`config.mk`:
```
export PLATFORM = sky130hd
export DESIGN_NAME = sorted_multi_timer_core
export DESIGN_NICKNAME = d
export VERILOG_FILES = /design/src/hdl/smt_pkg.sv /design/src/hdl/smt_ram.sv /design/src/hdl/sorted_multi_timer_core.sv
export SDC_FILE = /design/constraint.sdc
export NUM_CORES = 2
export LEC_CHECK = 0
export ABC_AREA = 1
export BUFFER_PORTS_ARGS = -buffer_cell sky130_fd_sc_hd__buf_2
export CORE_ASPECT_RATIO = 1.4
export CORE_MARGIN = 2
export CORE_UTILIZATION = 60
export CTS_CLUSTER_SIZE = 28
export DETAILED_ROUTE_END_ITERATION = 7
export MAX_ROUTING_LAYER = met4
export PLACE_DENSITY = 0.78
export SETUP_SLACK_MARGIN = 0.3
export SLEW_MARGIN = 20
export SYNTH_ARGS = -nofsm -noshare
export SYNTH_HDL_FRONTEND = slang
export SYNTH_SLANG_ARGS = --single-unit
```
`constraint.sdc`:
```
create_clock -name clock -period 7.4 [get_ports clock]
set_input_delay 1.11 -clock clock [delete_from_list [all_inputs] [get_ports clock]]
set_output_delay 1.11 -clock clock [all_outputs]
set_load 0.01 [all_outputs]
```
`src/hdl/smt_pkg.sv`:
```
package smt_pkg;

   localparam int NumTimers = 16;
   localparam int MsPerTick = 55;
   localparam int MaxFired  = 16;

   localparam int IdW   = 4;
   localparam int TimeW = 32;
   localparam int MsW   = 31;
   localparam int PosW  = $clog2(NumTimers) + 1;
   localparam int ProdW = TimeW + $clog2(MsPerTick + 1);
   localparam int RecW  = 2 * TimeW;

   // reciprocal of the tick length, exact for every rounded-up interval
   localparam int RecipShift = TimeW + $clog2(MsPerTick) - 1;
   localparam logic [TimeW-1:0] RecipMul =
      TimeW'(((64'd1 << RecipShift) + 64'(MsPerTick) - 64'd1) / 64'(MsPerTick));

   localparam logic [MsW-1:0] MsMax = '1;

   typedef enum logic [2:0] {
      FN_TICK  = 3'd0,
      FN_SET   = 3'd1,
      FN_START = 3'd2,
      FN_STOP  = 3'd3,
      FN_READ  = 3'd4
   } func_type;

   typedef enum logic [1:0] {
      KIND_EXPIRY = 2'd0,
      KIND_READ   = 2'd1,
      KIND_DONE   = 2'd2
   } kind_type;

   typedef struct packed {
      logic [2:0]     func;
      logic [IdW-1:0] timer_id;
      logic [MsW-1:0] interval_ms;
   } req_type;

   typedef struct packed {
      logic [1:0]     kind;
      logic [IdW-1:0] timer_id_res;
      logic [MsW-1:0] remaining_ms;
      logic           last;
   } rsp_type;

   // signed difference a - b is not negative
   function automatic logic not_before(logic [TimeW-1:0] a, logic [TimeW-1:0] b);
      logic [TimeW-1:0] d;
      d = a - b;
      return !d[TimeW-1];
   endfunction

endpackage

```
`src/hdl/smt_ram.sv`:
```
module smt_ram #(
   parameter int Width = 8,
   parameter int Depth = 16
) (
   input  logic                     clock,
   input  logic                     wr_en,
   input  logic [$clog2(Depth)-1:0] wr_addr,
   input  logic [Width-1:0]         wr_data,
   input  logic                     rd_en,
   input  logic [$clog2(Depth)-1:0] rd_addr,
   output logic [Width-1:0]         rd_data
);

   logic [Width-1:0] mem_ff [Depth];
   logic [Width-1:0] rd_data_ff;

   always_ff @(posedge clock) begin
      if (wr_en) begin
         mem_ff[wr_addr] <= wr_data;
      end
      if (rd_en) begin
         rd_data_ff <= mem_ff[rd_addr];
      end
   end

   assign rd_data = rd_data_ff;

endmodule

```
`src/hdl/sorted_multi_timer_core.sv`:
```
// channel  direction  ports                               beat
// req      in         req_valid, req_stall, req_data      func, timer_id, interval_ms
// rsp      out        rsp_valid, rsp_stall, rsp_data      kind, timer_id_res, remaining_ms, last
//
// one request at a time; the list walk runs on the order memory and the timer record
// memory, each with a registered read. set divides by reciprocal multiply, then reads and
// writes the record; read reads the record and multiplies; stop scans the list and shifts
// later entries up; start does the same, then compares entries and moves entries down; tick
// checks heads, sends an expiry beat per expired timer and shifts entries up the list.
// synchronous reset clears the tick count, the list length, the running and duration bits.
// a stalled rsp beat holds in the output register; req is taken only once the sequencer is idle.
module sorted_multi_timer_core import smt_pkg::*; (
   input  logic    clock,
   input  logic    reset,
   input  logic    req_valid,
   output logic    req_stall,
   input  req_type req_data,
   output logic    rsp_valid,
   input  logic    rsp_stall,
   output rsp_type rsp_data
);

   typedef enum logic [23:0] {
      S_IDLE  = 24'h000001,
      S_DIV   = 24'h000002,
      S_SETRD = 24'h000004,
      S_SETWR = 24'h000008,
      S_TRD   = 24'h000010,
      S_TOA   = 24'h000020,
      S_TCMP  = 24'h000040,
      S_ERD   = 24'h000080,
      S_EOUT  = 24'h000100,
      S_SHRD  = 24'h000200,
      S_SHWR  = 24'h000400,
      S_RMRD  = 24'h000800,
      S_RMCHK = 24'h001000,
      S_STRD  = 24'h002000,
      S_STWR  = 24'h004000,
      S_IRD   = 24'h008000,
      S_IOA   = 24'h010000,
      S_ICMP  = 24'h020000,
      S_IRRD  = 24'h040000,
      S_IRWR  = 24'h080000,
      S_IPUT  = 24'h100000,
      S_RDRD  = 24'h200000,
      S_RDMUL = 24'h400000,
      S_DONE  = 24'h800000
   } state_type;

   state_type            state_ff, state_in;
   logic [TimeW-1:0]     tick_ff, tick_in;
   logic [PosW-1:0]      len_ff, len_in;
   logic [NumTimers-1:0] running_ff, running_in;
   logic [NumTimers-1:0] durv_ff, durv_in;
   logic                 rsp_valid_ff, rsp_valid_in;

   logic [2:0]           func_ff, func_in;
   logic [IdW-1:0]       id_ff, id_in;
   logic                 zero_ff, zero_in;
   logic [TimeW-1:0]     wk_ff, wk_in;
   logic [PosW-1:0]      p_ff, p_in;
   logic [PosW-1:0]      n_ff, n_in;
   logic [PosW-1:0]      k_ff, k_in;
   logic [PosW-1:0]      q_ff, q_in;
   logic [PosW-1:0]      sh_ff, sh_in;
   logic [ProdW-1:0]     prod_ff, prod_in;
   rsp_type              rsp_ff, rsp_in;

   logic                 ord_we, ord_re;
   logic [IdW-1:0]       ord_waddr, ord_raddr, ord_wdata, ord_rdata;
   logic                 rec_we, rec_re;
   logic [IdW-1:0]       rec_waddr, rec_raddr;
   logic [RecW-1:0]      rec_wdata, rec_rdata;

   logic                 out_free;
   logic [RecW-1:0]      recip_prod;
   logic [TimeW-1:0]     dur;
   logic [TimeW-1:0]     diff;
   logic [PosW-1:0]      erd_pos;
   logic [PosW:0]        shsum;
   state_type            cont_state;

   smt_ram #(.Width(IdW), .Depth(NumTimers)) u_order (
      .clock   (clock),
      .wr_en   (ord_we),
      .wr_addr (ord_waddr),
      .wr_data (ord_wdata),
      .rd_en   (ord_re),
      .rd_addr (ord_raddr),
      .rd_data (ord_rdata)
   );

   smt_ram #(.Width(RecW), .Depth(NumTimers)) u_record (
      .clock   (clock),
      .wr_en   (rec_we),
      .wr_addr (rec_waddr),
      .wr_data (rec_wdata),
      .rd_en   (rec_re),
      .rd_addr (rec_raddr),
      .rd_data (rec_rdata)
   );

   assign req_stall = (state_ff != S_IDLE);
   assign rsp_valid = rsp_valid_ff;
   assign rsp_data  = rsp_ff;

   always_comb begin
      state_in     = state_ff;
      tick_in      = tick_ff;
      len_in       = len_ff;
      running_in   = running_ff;
      durv_in      = durv_ff;
      func_in      = func_ff;
      id_in        = id_ff;
      zero_in      = zero_ff;
      wk_in        = wk_ff;
      p_in         = p_ff;
      n_in         = n_ff;
      k_in         = k_ff;
      q_in         = q_ff;
      sh_in        = sh_ff;
      prod_in      = prod_ff;
      rsp_in       = rsp_ff;
      out_free     = !rsp_valid_ff || !rsp_stall;
      rsp_valid_in = rsp_valid_ff && rsp_stall;

      ord_we    = 1'b0;
      ord_waddr = '0;
      ord_wdata = '0;
      ord_re    = 1'b0;
      ord_raddr = '0;
      rec_we    = 1'b0;
      rec_waddr = id_ff;
      rec_wdata = '0;
      rec_re    = 1'b0;
      rec_raddr = id_ff;

      recip_prod = RecW'(wk_ff) * RecW'(RecipMul);
      dur     = durv_ff[id_ff] ? rec_rdata[RecW-1:TimeW] : '0;
      diff    = rec_rdata[TimeW-1:0] - tick_ff;
      erd_pos = n_ff - k_ff - PosW'(1);
      shsum   = {1'b0, q_ff} + {1'b0, sh_ff};

      case (func_ff)
         FN_TICK:  cont_state = S_IDLE;
         FN_START: cont_state = S_STRD;
         default:  cont_state = S_DONE;
      endcase

      case (state_ff)
         S_IDLE: begin
            if (req_valid) begin
               func_in = req_data.func;
               id_in   = req_data.timer_id;
               case (req_data.func)
                  FN_TICK: begin
                     tick_in  = tick_ff + TimeW'(1);
                     n_in     = '0;
                     state_in = S_TRD;
                  end
                  FN_SET: begin
                     wk_in    = {1'b0, req_data.interval_ms} + TimeW'(MsPerTick - 1);
                     zero_in  = (req_data.interval_ms == '0);
                     state_in = S_DIV;
                  end
                  FN_START, FN_STOP: begin
                     if (running_ff[req_data.timer_id]) begin
                        running_in[req_data.timer_id] = 1'b0;
                        p_in     = '0;
                        state_in = S_RMRD;
                     end else if (req_data.func == FN_START) begin
                        state_in = S_STRD;
                     end else begin
                        state_in = S_DONE;
                     end
                  end
                  FN_READ: state_in = S_RDRD;
                  default: state_in = S_DONE;
               endcase
            end
         end
         S_DIV: begin
            // quotient by reciprocal multiply
            wk_in    = TimeW'(recip_prod >> RecipShift);
            state_in = S_SETRD;
         end
         S_SETRD: begin
            rec_re   = 1'b1;
            state_in = S_SETWR;
         end
         S_SETWR: begin
            rec_we    = 1'b1;
            rec_wdata = {(zero_ff ? TimeW'(0) : wk_ff + TimeW'(1)), rec_rdata[TimeW-1:0]};
            durv_in[id_ff] = 1'b1;
            state_in  = S_DONE;
         end
         S_TRD: begin
            if (n_ff < len_ff && n_ff < PosW'(MaxFired)) begin
               ord_re    = 1'b1;
               ord_raddr = n_ff[IdW-1:0];
               state_in  = S_TOA;
            end else if (n_ff == '0) begin
               state_in = S_IDLE;
            end else begin
               k_in     = '0;
               state_in = S_ERD;
            end
         end
         S_TOA: begin
            rec_re    = 1'b1;
            rec_raddr = ord_rdata;
            state_in  = S_TCMP;
         end
         S_TCMP: begin
            if (not_before(tick_ff, rec_rdata[TimeW-1:0])) begin
               n_in     = n_ff + PosW'(1);
               state_in = S_TRD;
            end else if (n_ff == '0) begin
               state_in = S_IDLE;
            end else begin
               k_in     = '0;
               state_in = S_ERD;
            end
         end
         S_ERD: begin
            ord_re    = 1'b1;
            ord_raddr = erd_pos[IdW-1:0];
            state_in  = S_EOUT;
         end
         S_EOUT: begin
            if (out_free) begin
               rsp_valid_in        = 1'b1;
               rsp_in.kind         = KIND_EXPIRY;
               rsp_in.timer_id_res = ord_rdata;
               rsp_in.remaining_ms = '0;
               rsp_in.last         = (k_ff == n_ff - PosW'(1));
               running_in[ord_rdata] = 1'b0;
               if (k_ff == n_ff - PosW'(1)) begin
                  q_in     = '0;
                  sh_in    = n_ff;
                  state_in = S_SHRD;
               end else begin
                  k_in     = k_ff + PosW'(1);
                  state_in = S_ERD;
               end
            end
         end
         S_SHRD: begin
            if (shsum < {1'b0, len_ff}) begin
               ord_re    = 1'b1;
               ord_raddr = shsum[IdW-1:0];
               state_in  = S_SHWR;
            end else begin
               len_in   = len_ff - sh_ff;
               state_in = cont_state;
            end
         end
         S_SHWR: begin
            ord_we    = 1'b1;
            ord_waddr = q_ff[IdW-1:0];
            ord_wdata = ord_rdata;
            q_in      = q_ff + PosW'(1);
            state_in  = S_SHRD;
         end
         S_RMRD: begin
            if (p_ff < len_ff) begin
               ord_re    = 1'b1;
               ord_raddr = p_ff[IdW-1:0];
               state_in  = S_RMCHK;
            end else begin
               state_in = cont_state;
            end
         end
         S_RMCHK: begin
            if (ord_rdata == id_ff) begin
               q_in     = p_ff;
               sh_in    = PosW'(1);
               state_in = S_SHRD;
            end else begin
               p_in     = p_ff + PosW'(1);
               state_in = S_RMRD;
            end
         end
         S_STRD: begin
            rec_re   = 1'b1;
            state_in = S_STWR;
         end
         S_STWR: begin
            if (dur == '0) begin
               state_in = S_DONE;
            end else begin
               rec_we    = 1'b1;
               rec_wdata = {dur, tick_ff + dur};
               wk_in     = tick_ff + dur;
               running_in[id_ff] = 1'b1;
               p_in      = '0;
               state_in  = S_IRD;
            end
         end
         S_IRD: begin
            if (p_ff < len_ff) begin
               ord_re    = 1'b1;
               ord_raddr = p_ff[IdW-1:0];
               state_in  = S_IOA;
            end else if (len_ff >= PosW'(NumTimers)) begin
               state_in = S_DONE;
            end else begin
               q_in     = len_ff;
               state_in = S_IRRD;
            end
         end
         S_IOA: begin
            rec_re    = 1'b1;
            rec_raddr = ord_rdata;
            state_in  = S_ICMP;
         end
         S_ICMP: begin
            if (not_before(rec_rdata[TimeW-1:0], wk_ff)) begin
               if (len_ff >= PosW'(NumTimers)) begin
                  state_in = S_DONE;
               end else begin
                  q_in     = len_ff;
                  state_in = S_IRRD;
               end
            end else begin
               p_in     = p_ff + PosW'(1);
               state_in = S_IRD;
            end
         end
         S_IRRD: begin
            if (q_ff > p_ff) begin
               ord_re    = 1'b1;
               ord_raddr = IdW'(q_ff - PosW'(1));
               state_in  = S_IRWR;
            end else begin
               state_in = S_IPUT;
            end
         end
         S_IRWR: begin
            ord_we    = 1'b1;
            ord_waddr = q_ff[IdW-1:0];
            ord_wdata = ord_rdata;
            q_in      = q_ff - PosW'(1);
            state_in  = S_IRRD;
         end
         S_IPUT: begin
            ord_we    = 1'b1;
            ord_waddr = p_ff[IdW-1:0];
            ord_wdata = id_ff;
            len_in    = len_ff + PosW'(1);
            state_in  = S_DONE;
         end
         S_RDRD: begin
            rec_re   = 1'b1;
            state_in = S_RDMUL;
         end
         S_RDMUL: begin
            if (running_ff[id_ff] && diff != '0 && !diff[TimeW-1]) begin
               prod_in = ProdW'(diff) * ProdW'(MsPerTick);
            end else begin
               prod_in = '0;
            end
            state_in = S_DONE;
         end
         S_DONE: begin
            if (out_free) begin
               rsp_valid_in        = 1'b1;
               rsp_in.timer_id_res = id_ff;
               rsp_in.last         = 1'b1;
               if (func_ff == FN_READ) begin
                  rsp_in.kind         = KIND_READ;
                  rsp_in.remaining_ms = (prod_ff > ProdW'(MsMax)) ? MsMax
                                                                  : prod_ff[MsW-1:0];
               end else begin
                  rsp_in.kind         = KIND_DONE;
                  rsp_in.remaining_ms = '0;
               end
               state_in = S_IDLE;
            end
         end
         default: state_in = S_IDLE;
      endcase
   end

   always_ff @(posedge clock) begin
      if (reset) begin
         state_ff     <= S_IDLE;
         tick_ff      <= '0;
         len_ff       <= '0;
         running_ff   <= '0;
         durv_ff      <= '0;
         rsp_valid_ff <= 1'b0;
      end else begin
         state_ff     <= state_in;
         tick_ff      <= tick_in;
         len_ff       <= len_in;
         running_ff   <= running_in;
         durv_ff      <= durv_in;
         rsp_valid_ff <= rsp_valid_in;
      end
   end

   always_ff @(posedge clock) begin
      func_ff <= func_in;
      id_ff   <= id_in;
      zero_ff <= zero_in;
      wk_ff   <= wk_in;
      p_ff    <= p_in;
      n_ff    <= n_in;
      k_ff    <= k_in;
      q_ff    <= q_in;
      sh_ff   <= sh_in;
      prod_ff <= prod_in;
      rsp_ff  <= rsp_in;
   end

   a_state_onehot: assert property (@(posedge clock) disable iff (reset)
      $onehot(state_ff))
      else $error("sequencer state not one-hot");

   a_len_bound: assert property (@(posedge clock) disable iff (reset)
      len_ff <= PosW'(NumTimers))
      else $error("list length beyond bank size");

   a_list_matches_running: assert property (@(posedge clock) disable iff (reset)
      state_ff == S_IDLE |-> $countones(running_ff) == int'(len_ff))
      else $error("running timers disagree with list length");

endmodule
```
==> results.yml <==
min_path:
  worst_hold_path_type: "register to register"
  hold_depth: 2
  whs_endpoint: "durv_ff[15]"
  holdCritStartpoint: "durv_ff[15]"
drt:
  dr.pass1.iters: 6
  drc: 0
  via_per_inst: 6.11
  wl_per_cell_um: 25.2
  drt_wl_total_um: 262000
  ant_nets: 0
  dr.first_iter.drc_count: 6806
  num_vias: 63400
placed_design:
  dpl_cell_area_um2: 86700
  io_buffers: 81
  gp_congestion: 1.02
  dp_hpwl_um: 184000
logic_synthesis:
  ys_seq_area_share_pct: 48.8
  synthesis.area_um2: 83700
  synth-edff-count: 1297
  synth-seq-cells: 1391
  synth_cell_types: 66
  avgSynthCellArea_um2: 10.0
  syn_inst: 8366
  yosysWarningCount: 0
  syn_nets: 9385
  synth_top_flop_cell: "edfxtp_1"
  async_flop_share_pct: 0
timing:
  setup_viol: 0
  drv_slew: 0
  finalHoldViolCount: 0
  final.setup_skew_ns: 0.0505
  rsz0062_at_grt: "yes"
  finalCritPeriodShare_pct: 91.6
  max_freq_mhz: 147
  layout_min_cycle_time_ns: 6.78
  tns_ns: 0
  slew_headroom_pct: 19.5
  whs_ns: 0.465
  tightest_slew_ns: 1.20
clocking:
  clock-sinks: 1391
  cts_tree: "yes"
  cts_buffers: 134
  cts_root_buf: "clkbuf_16"
  clk_pin_slew_ns: 0.07
  htreeDepth: 4
  postCtsHoldBufs: 0
  cts_buffer_depth: 3
  clkLatencyLatePin_ns: 0.82
global_routing:
  antenna_found_initial: 14
  grt_pass1_vias: 63100
  grt_pass1_wl_um: 388000
  grt_max_degree: 235
  gr-total-overflow: 0
  grtUsageTotal_pct: 37.9
pwr:
  power_density_nw_per_um2: 291
  cellLeakagePower_nw: 39.3
  irDropWorstVdd_v: 0.000492
setup_path:
  cpMostUsedCell: "fa_1"
  rrSetupSlack_ns: 0.62
  worstReg2RegStart: "wk_ff[11]"
  worstPathArrival_ns: 7.22
  cp.buffers_inverters: 4
  critPathKind: "register to register"
  r2r_cells: 19
  rr_endpoint: "wk_ff[7]"
  worst_setup_path_end_kind: "register"
  startpoint_type: "register"
  path_delay_family: "adder cells"
  crit_path_max_incr_delay_ns: 0.58
  critPathMaxFanout: 6
  cp_cell_sequence: "clkinvlp_4 -> fa_1 -> fa_1 -> fa_1 -> inv_1 -> fa_1 -> fa_1 -> fa_1 -> inv_1 -> fa_1 -> inv_1 -> ha_1 -> a21oi_1 -> a21boi_0 -> o21ai_0 -> a21oi_1 -> nand3_1 -> o21ai_0 -> o211ai_1"
  critPathSlowestCell: "fa_1"
  required_ns: 7.84
die:
  ios: 82
  start_util_pct: 60.2
  fp.dieH_um: 446
  rows: 162
  die_area_um2: 142000
  coreArea_um2: 139000
  die_width_um: 320
cells_and_area:
  fin_util_pct: 65.8
  design_area_um2: 91300
  final_layout_size_suffix_gt1_share_pct: 6.81
  area_growth_pct: 9.15
  layout.nets: 9479
outcome:
  status: "finished clean"
job:
  cap_violations: 0
[layout make-up]
| type | instances | area (um^2) |
|---|---|---|
| fillers | 10700 | 47500 |
| flip-flops and latches | 1391 | 40800 |
| multi-input cells | 5480 | 37300 |
| inverters | 1214 | 4580 |
| clock buffers | 160 | 3520 |
| well taps | 1804 | 2260 |
| repair buffers | 239 | 1840 |
| clock inverters | 81 | 917 |
| diodes | 17 | 42.5 |
[power by group]
part / total (mW) / internal (mW) / switching (mW)
Combinational: 11.0 / 3.52 / 7.45
Sequential: 8.60 / 8.55 / 0.0517
Clock: 7.00 / 3.91 / 3.10
[per-layer routing]
metal	track usage [%]	up-vias	share of wire, %
met3	6.05	799	8.4
met1	44.7	30800	37
met4	21.9	0	6.7
li1	-	28800	-
met5	-	-	0
met2	62.0	3083	48
[synth_stat cells, types with 21 or more instances]
master / number / area, um^2
edfxtp_1: 1297 / 38900
o211ai_1: 180 / 1350
o21a_1: 28 / 210
o22ai_1: 66 / 413
o21ai_1: 130 / 651
nor2_1: 1146 / 4300
buf_2: 139 / 696
nor3_1: 82 / 410
nor4_1: 29 / 181
nand3_1: 294 / 1470
o21bai_1: 24 / 180
dfxtp_1: 94 / 1880
nand4_1: 92 / 576
nand2_1: 831 / 3120
xor2_1: 83 / 727
a21o_1: 23 / 173
inv_1: 1196 / 4490
a31oi_1: 29 / 181
ha_1: 612 / 7660
a21oi_1: 432 / 2160
or2_2: 21 / 131
clkbuf_1: 108 / 405
fa_1: 365 / 7310
o21ai_0: 830 / 4150
xnor2_1: 34 / 298
[placed cells by master (no fill, tap or decap), types with 82 or more instances in the layout]
master	count
nand4_1	92
fa_1	365
buf_4	137
buf_2	82
o21ai_0	815
nand2_1	831
nand3_1	294
dfxtp_1	94
inv_1	1193
clkbuf_16	137
o21ai_1	138
o211ai_1	180
a21oi_1	432
nor2_1	1128
edfxtp_1	1297
ha_1	612
[through the flow]
stage / std cells / power (mW) / setup WS (ns)
5_1_grt: 10400 / 28.2 / 0.273
4_1_cts: 10400 / 26.5 / 0.537
2_1_floorplan: 8366 / 16.0 / 0.736
3_3_place_gp: 10100 / 19.5 / 0.628
3_5_place_dp: 10100 / 19.5 / 0.544
6_report: 10400 / 26.6 / 0.619
[worst min-delay path, stage by stage (launching register included)]
cell     delay (ns)
dfxtp_1        0.31
inv_1          0.05
a21oi_1        0.05
[timing repair]
action | 4_1_cts | 5_1_grt
setup endpoints to repair | 0 | 24
gates resized for setup | 0 | 11
buffers inserted | 0 | 4
[logic make-up (layout without fill, tap and decap cells)]
logic type,Yosys count,count (layout),synth area share [%]
adders and majority gates,977,977,17.9
DFF,1391,1391,48.8
AOI/OAI and AO/OA,1815,1815,12.1
and+or+nand+nor,2571,2571,13.0
buffers and inverters,1495,1694,7.05
xor gates and xnor gates,117,117,1.23
other,0,17,0
[flip-flops by register name (all words and copies together) (netlist names), 16 cells and up]
register	cells
prod_ff	38
u_record.rd_data	64
durv_ff	16
tick_ff	32
u_order.mem_ff	64
rsp_data	38
u_record.mem_ff	1024
state_ff	24
running_ff	16
wk_ff	32
[how the worst max path moves through the flow]
stage	from	endpoint	slack, ns	cells past startpoint
after floorplan	id_ff[0]	u_record.mem_ff[15][0]	0.74	19
after global placement	wk_ff[11]	wk_ff[13]	0.63	22
after detailed placement	wk_ff[11]	wk_ff[7]	0.54	19
after CTS	wk_ff[11]	wk_ff[7]	0.54	19
after global routing	u_record.rd_data[0]	prod_ff[32]	0.27	25
final	wk_ff[11]	wk_ff[7]	0.62	19
No activity file was read; power rests on OpenSTA's default activity.
